$ cat config.mk
export PLATFORM = sky130hd
export DESIGN_NAME = refcounted_callback_table
export DESIGN_NICKNAME = d
export VERILOG_FILES = /design/src/hdl/rct_pkg.sv /design/src/hdl/refcounted_callback_table.sv /design/src/hdl/rct_ram.sv
export SDC_FILE = /design/constraint.sdc
export NUM_CORES = 2
export LEC_CHECK = 0
export ABC_AREA = 1
export BUFFER_PORTS_ARGS = -buffer_cell sky130_fd_sc_hd__buf_2
export CAP_MARGIN = 20
export CORE_UTILIZATION = 47
export DETAILED_ROUTE_END_ITERATION = 10
export PLACE_DENSITY_LB_ADDON = 0.25
export SLEW_MARGIN = 20
export SYNTH_ARGS = -nofsm -noshare
export SYNTH_HDL_FRONTEND = slang
export SYNTH_SLANG_ARGS = --single-unit
$ cat constraint.sdc
create_clock -name clk -period 42.2 [get_ports clk]
set_clock_uncertainty 0.15 [all_clocks]
set_input_delay 8.44 -clock clk [delete_from_list [all_inputs] [get_ports clk]]
set_output_delay 8.44 -clock clk [all_outputs]
set_load 0.03 [all_outputs]
$ cat src/hdl/rct_pkg.sv
package rct_pkg;

  localparam int unsigned HANDLE_W = 64;
  localparam int unsigned ARG_W    = 64;
  localparam int unsigned REFS_W   = 32;
  localparam int unsigned STATUS_W = 3;
  localparam int unsigned COUNT_W  = 5;

  localparam logic [REFS_W-1:0] REFS_MAX = '1;

  // result codes
  localparam logic [STATUS_W-1:0] ST_NEW      = 3'd0;
  localparam logic [STATUS_W-1:0] ST_RAISED   = 3'd1;
  localparam logic [STATUS_W-1:0] ST_REMOVED  = 3'd2;
  localparam logic [STATUS_W-1:0] ST_LOWERED  = 3'd3;
  localparam logic [STATUS_W-1:0] ST_NOTFOUND = 3'd4;
  localparam logic [STATUS_W-1:0] ST_OVERFLOW = 3'd5;

  // request codes
  localparam logic OP_ADD    = 1'b0;
  localparam logic OP_REMOVE = 1'b1;

  typedef struct packed {
    logic [HANDLE_W-1:0] handle;
    logic [ARG_W-1:0]    argument;
    logic [REFS_W-1:0]   refs;
  } entry_t;

  typedef enum logic [2:0] {
    S_IDLE,
    S_SEARCH,
    S_HIT,
    S_MISS,
    S_MOVE,
    S_FINISH
  } state_t;

endpackage

$ cat src/hdl/refcounted_callback_table.sv
// Sequence: a zero handle goes straight to the result; otherwise slots are searched in order,
//   then a hit updates the count (moving the last entry into a hole) or a miss appends or reports.
// Throughput: one request at a time; the next is taken in the cycle after the result is loaded,
//   and the result waits in S_FINISH while the result register stalls.
// Reset: synchronous, active high; the table empties at once (fill count cleared),
//   no clearing pass is run over the RAM.
module refcounted_callback_table #(
  parameter int unsigned DEPTH = 16
) (
  input  logic                           clk,
  input  logic                           rst,
  // request channel
  input  logic                           in_valid,
  output logic                           in_stall,
  input  logic                           op,
  input  logic [rct_pkg::HANDLE_W-1:0]   handle,
  input  logic [rct_pkg::ARG_W-1:0]      argument,
  // result channel
  output logic                           out_valid,
  input  logic                           out_stall,
  output logic [rct_pkg::STATUS_W-1:0]   status,
  output logic                           changed,
  output logic [rct_pkg::COUNT_W-1:0]    entry_count
);

  // AW indexes the RAM, CW holds a count up to DEPTH itself
  localparam int unsigned AW = (DEPTH > 1) ? $clog2(DEPTH) : 1;
  localparam int unsigned CW = $clog2(DEPTH + 1);
  localparam int unsigned EW = $bits(rct_pkg::entry_t);

  rct_pkg::state_t state, state_next;

  // latched request
  logic                         key_op, key_op_next;
  logic [rct_pkg::HANDLE_W-1:0] key_handle, key_handle_next;
  logic [rct_pkg::ARG_W-1:0]    key_arg, key_arg_next;

  // search sequencer
  logic [CW-1:0] idx, idx_next;       // next slot to read
  logic          rd_valid, rd_valid_next;
  logic [AW-1:0] rd_idx, rd_idx_next; // slot whose data sits on rdata
  logic [AW-1:0] slot, slot_next;     // matching slot
  logic [rct_pkg::REFS_W-1:0] hit_refs, hit_refs_next;

  // fill count; entries at or above it are never used, so the RAM needs no clear
  logic [CW-1:0] occ, occ_next;

  logic [rct_pkg::STATUS_W-1:0] res_status, res_status_next;
  logic                         res_changed, res_changed_next;

  logic                           out_valid_next;
  logic [rct_pkg::STATUS_W-1:0]   status_next;
  logic                           changed_next;
  logic [rct_pkg::COUNT_W-1:0]    entry_count_next;

  // RAM port
  logic            ram_we;
  logic [AW-1:0]   ram_waddr;
  rct_pkg::entry_t ram_wdata;
  logic [AW-1:0]   ram_raddr;
  logic [EW-1:0]   ram_rdata;
  rct_pkg::entry_t rd_entry;

  logic [CW-1:0] last;
  logic [AW-1:0] last_addr;

  assign rd_entry  = rct_pkg::entry_t'(ram_rdata);
  assign last      = occ - CW'(1);
  assign last_addr = last[AW-1:0];
  assign in_stall  = (state != rct_pkg::S_IDLE);

  rct_ram #(
    .WIDTH (EW),
    .DEPTH (DEPTH),
    .AW    (AW)
  ) u_table (
    .clk   (clk),
    .we    (ram_we),
    .waddr (ram_waddr),
    .wdata (EW'(ram_wdata)),
    .raddr (ram_raddr),
    .rdata (ram_rdata)
  );

  always_ff @(posedge clk) begin
    if (rst) begin
      state     <= rct_pkg::S_IDLE;
      occ       <= '0;
      rd_valid  <= 1'b0;
      out_valid <= 1'b0;
    end else begin
      state     <= state_next;
      occ       <= occ_next;
      rd_valid  <= rd_valid_next;
      out_valid <= out_valid_next;
    end
  end

  always_ff @(posedge clk) begin
    key_op      <= key_op_next;
    key_handle  <= key_handle_next;
    key_arg     <= key_arg_next;
    idx         <= idx_next;
    rd_idx      <= rd_idx_next;
    slot        <= slot_next;
    hit_refs    <= hit_refs_next;
    res_status  <= res_status_next;
    res_changed <= res_changed_next;
    status      <= status_next;
    changed     <= changed_next;
    entry_count <= entry_count_next;
  end

  always_comb begin
    state_next       = state;
    key_op_next      = key_op;
    key_handle_next  = key_handle;
    key_arg_next     = key_arg;
    idx_next         = idx;
    rd_valid_next    = 1'b0;
    rd_idx_next      = rd_idx;
    slot_next        = slot;
    hit_refs_next    = hit_refs;
    occ_next         = occ;
    res_status_next  = res_status;
    res_changed_next = res_changed;
    status_next      = status;
    changed_next     = changed;
    entry_count_next = entry_count;
    // result register drains on a transfer
    out_valid_next   = out_valid && out_stall;

    ram_we             = 1'b0;
    ram_waddr          = slot;
    ram_wdata.handle   = key_handle;
    ram_wdata.argument = key_arg;
    ram_wdata.refs     = hit_refs;
    ram_raddr          = idx[AW-1:0];

    case (state)
      rct_pkg::S_IDLE: begin
        if (in_valid) begin
          key_op_next     = op;
          key_handle_next = handle;
          key_arg_next    = argument;
          idx_next        = '0;
          if (handle == '0) begin
            // zero handle never matches and is never stored
            res_status_next  = rct_pkg::ST_NOTFOUND;
            res_changed_next = 1'b0;
            state_next       = rct_pkg::S_FINISH;
          end else begin
            state_next = rct_pkg::S_SEARCH;
          end
        end
      end

      rct_pkg::S_SEARCH: begin
        // read slot idx while comparing the previously read slot
        if (rd_valid && rd_entry.handle == key_handle && rd_entry.argument == key_arg) begin
          slot_next     = rd_idx;
          hit_refs_next = rd_entry.refs;
          state_next    = rct_pkg::S_HIT;
        end else if (!rd_valid && idx == occ) begin
          state_next = rct_pkg::S_MISS;
        end else if (idx < occ) begin
          rd_valid_next = 1'b1;
          rd_idx_next   = idx[AW-1:0];
          idx_next      = idx + CW'(1);
        end
      end

      rct_pkg::S_HIT: begin
        res_changed_next = 1'b0;
        state_next       = rct_pkg::S_FINISH;
        if (key_op == rct_pkg::OP_ADD) begin
          ram_we         = 1'b1;
          ram_wdata.refs = (hit_refs == rct_pkg::REFS_MAX) ? hit_refs
                                                           : hit_refs + 1'b1;
          res_status_next = rct_pkg::ST_RAISED;
        end else if (hit_refs > rct_pkg::REFS_W'(1)) begin
          ram_we          = 1'b1;
          ram_wdata.refs  = hit_refs - 1'b1;
          res_status_next = rct_pkg::ST_LOWERED;
        end else if (slot == last_addr) begin
          // removing the last entry: just shrink
          occ_next         = last;
          res_status_next  = rct_pkg::ST_REMOVED;
          res_changed_next = 1'b1;
        end else begin
          // fetch the last entry to fill the hole
          ram_raddr  = last_addr;
          state_next = rct_pkg::S_MOVE;
        end
      end

      rct_pkg::S_MOVE: begin
        ram_we           = 1'b1;
        ram_wdata        = rd_entry;
        occ_next         = last;
        res_status_next  = rct_pkg::ST_REMOVED;
        res_changed_next = 1'b1;
        state_next       = rct_pkg::S_FINISH;
      end

      rct_pkg::S_MISS: begin
        res_changed_next = 1'b0;
        state_next       = rct_pkg::S_FINISH;
        if (key_op == rct_pkg::OP_REMOVE) begin
          res_status_next = rct_pkg::ST_NOTFOUND;
        end else if (occ >= CW'(DEPTH)) begin
          res_status_next = rct_pkg::ST_OVERFLOW;
        end else begin
          // append at the first free slot
          ram_we           = 1'b1;
          ram_waddr        = occ[AW-1:0];
          ram_wdata.refs   = rct_pkg::REFS_W'(1);
          occ_next         = occ + CW'(1);
          res_status_next  = rct_pkg::ST_NEW;
          res_changed_next = 1'b1;
        end
      end

      rct_pkg::S_FINISH: begin
        // wait for room in the result register
        if (!out_valid || !out_stall) begin
          out_valid_next   = 1'b1;
          status_next      = res_status;
          changed_next     = res_changed;
          entry_count_next = rct_pkg::COUNT_W'(occ);
          state_next       = rct_pkg::S_IDLE;
        end
      end

      default: begin
        state_next = rct_pkg::S_IDLE;
      end
    endcase
  end

endmodule

$ cat src/hdl/rct_ram.sv
module rct_ram #(
  parameter int unsigned WIDTH = 8,
  parameter int unsigned DEPTH = 16,
  parameter int unsigned AW    = 4
) (
  input  logic             clk,
  input  logic             we,
  input  logic [AW-1:0]    waddr,
  input  logic [WIDTH-1:0] wdata,
  input  logic [AW-1:0]    raddr,
  output logic [WIDTH-1:0] rdata
);

  logic [WIDTH-1:0] mem [DEPTH];

  always_ff @(posedge clk) begin
    if (we) begin
      mem[waddr] <= wdata;
    end
    rdata <= mem[raddr];
  end

endmodule
==> impl_metrics.toml <==
[worst_setup_path]
startpoint_type = "flip-flop"
crit_fanout = 6
worstSetupPathType = "reg -> out"
reg2reg_depth = 19
crit_path_end_kind = "output port"
crit_required_ns = 33.61
crit_arrival_ns = 2.78

[synth]
yosys_register_bits = 2917
syn_inst = 11950
seq_area_frac_synth_pct = 67.11
ys.flop_type = "edfxtp_1"
syn_avg_cell_area_um2 = 10.71
synth_cell_types = 47
syn_area_um2 = 128000
synth-edff-count = 2747
syn-num-nets = 12100
yosys_warnings = 0
synthArstFlopShare_pct = 0

[power]
pwr-share-comb_pct = 20.1
ir_drop_mv = 0.05407
p_per_area_nw_per_um2 = 54.64
p_seq_share_pct = 44.9
power_switching_share_pct = 30.71
p_sw_mw = 2.376
clkPwrFrac_pct = 35.0
p_leak_nw = 55.98
finalPower_mw = 7.736
intPower_mw = 5.360

[hold_path]
holdPathStages = 0
min_path_type = "reg -> reg"

[timing]
timing.fmax_mhz = 87.99
fin_crit_sh_pct = 26.93
setup-tns-final_ns = 0
rsz0062_at_grt = "false"
finalMaxSlewViolations = 0
relSlewSlack_pct = 16.08
fin_crit_ns = 11.37
finalSetupViolCount = 0
worstMarginPinSlew_ns = 1.259
finalHoldViolCount = 0

[route]
drc = 0
first_pass_iters = 7
routed_wl_um = 382300
ant_nets = 0
vias = 89790
drt_iter0_drc = 11770
drt-vias-per-instance = 5.708
post_drt_wl_per_cell_um = 24.31

[floorplan]
ios = 144
initial_utilization_pct = 47.27
die_h_um = 523.8
dieWidth_um = 523.8
rows = 191
core_um2 = 270800
dieArea_um2 = 274400

[layout]
finish.instance_area_um2 = 141600
mostFrequentLayoutCells = "2809 x nand2_1, 2747 x edfxtp_1, 2696 x nand3_1, 1451 x inv_1, 554 x nand3b_1"
drive_gt1_share_pct = 7.488
final_common_cell = "nand2_1"
syn_to_final_growth_pct = 10.62
finalNetCount = 12050

[grt]
grt_busiest_layer = "met2"
grt_max_degree = 221
grt_pass1_wl_um = 558100
grt_pass1_vias = 83890
gr-usage-met3_pct = 4.181
grt_antenna_before_repair = 15
met2_usage_pct = 43.19
gr-usage-met1_pct = 37.61
track_usage_pct = 27.52
overflow = 0

[cts]
cts_setup_buffers = 0
hold_buffers = 0
clkSinkCount = 2917
cts_buffer_depth = 4
cts_tree = "built"
numCtsBuffers = 321
htreeDepth = 5
cts-root-buf = "clkbuf_16"
cts_resized = 0
cts.clk_slew.worst_paths_ns = 0.06
clk-insertion-delay-late_ns = 0.95

[run_status]
status = "finished clean"

[place]
postPlaceCellArea_um2 = 131500
portBuffers = 143
gp_congestion = 0.9449
dpl.hpwl_um = 199600

[flow_run]
maxCapViolations = 0
==> routing by layer <==
metal	up-vias	share of wire, %
li1	40600	-
met1	43650	40
met2	4690	46
met3	848	9.4
met4	10	5.2
met5	-	0.019
==> worst paths after layout <==
path | from | endpoint | slack (ns)
hold reg to reg | rd_idx[1]$_DFFE_PP_ | slot[1]$_DFFE_PP_ | 0.27
hold / removal | rd_idx[1]$_DFFE_PP_ | slot[1]$_DFFE_PP_ | 0.27
setup / recovery | state[2]$_SDFFE_PP0P_ | in_stall | 30.83
setup reg to reg | hit_refs[0]$_DFFE_PP_ | u_table.rdata[44]$_DFF_P_ | 34.44
==> synth_stat cells, types with 11 or more instances <==
| library cell | instances | share of area (%) |
|---|---|---|
| nor4_1 | 42 | 0.21 |
| clkbuf_1 | 189 | 0.55 |
| nand3_1 | 2696 | 11 |
| nor2_2 | 15 | 0.073 |
| buf_1 | 41 | 0.12 |
| edfxtp_1 | 2747 | 64 |
| nand4_1 | 64 | 0.31 |
| buf_2 | 426 | 1.7 |
| nor2_1 | 221 | 0.65 |
| or2_2 | 25 | 0.12 |
| buf_6 | 85 | 0.75 |
| xor2_1 | 43 | 0.29 |
| inv_1 | 1451 | 4.3 |
| dfxtp_1 | 170 | 2.7 |
| nand3b_1 | 554 | 3.2 |
| xnor2_1 | 32 | 0.22 |
| nand2_1 | 2812 | 8.2 |
| a22oi_1 | 29 | 0.17 |
| o21ai_0 | 166 | 0.65 |
| nor3_1 | 37 | 0.14 |
| ha_1 | 11 | 0.11 |
| buf_4 | 11 | 0.065 |
| a21oi_1 | 16 | 0.063 |
==> kinds of logic (layout without fill, tap and decap cells) <==
kind of cell             count (synthesis)  after routing  synth area share [%]
AO/OA/AOI/OAI                          244            244                 1.086
XOR/XNOR                                75             75                0.5133
adder cells (fa/ha/maj)                 11             11                0.1075
buffers and inverters                 2213           2413                 7.438
flip-flops                            2917           2917                 67.11
other                                    0              8                     0
AND/OR/NAND/NOR                       6492           6492                 23.74
==> sequential cells by signal (all words and copies together) (netlist names) <==
signal	flops
slot	4
hit_refs	32
rd_valid	1
key_handle	64
key_op	1
idx	5
res_changed	1
state	3
rd_idx	4
changed	1
out_valid	1
entry_count	5
u_table.rdata	160
res_status	3
status	3
key_arg	64
u_table.mem	2560
occ	5
==> power groups by stage <==
stage               clock, mW  sequential (mW)  combinational [mW]
finish                   2.71             3.48                1.55
global placement            0             3.53                1.50
CTS                      2.73             3.47                1.53
detailed placement          0             3.53                1.52
global route             2.84             3.48                1.68
floorplan                   0             3.48                1.03
==> worst max-delay path, cell delays in order (launching register included) <==
cell	delay [ns]
dfxtp_1	0.41
nor2_1	0.14
inv_1	0.06
nor2_1	0.69
inv_1	0.30
buf_2	0.28
==> layout make-up <==
class | count | area [µm²]
timing repair buffer | 385 | 2887
fill | 23100 | 129200
inverter | 1461 | 5508
clock inverter | 114 | 1076
antenna | 8 | 20.02
clock buffer | 453 | 8935
sequential | 2917 | 85890
multi-input combinational | 6822 | 32790
tap | 3570 | 4467
==> stage by stage <==
stage / setup WS, ns / hold slack (ns) / util (%) / cells
after CTS: 30.85 / 0.2720 / 52.26 / 15720
after global routing: 30.79 / 0.2877 / 52.29 / 15730
after detailed placement: 30.57 / 0.2665 / 48.57 / 15150
after floorplan: 27.63 / 0.2503 / - / 11950
final: 30.83 / 0.2674 / 52.29 / 15730
after global placement: 30.55 / 0.2535 / 48.55 / 15150
(Power assumes the default switching activity.)
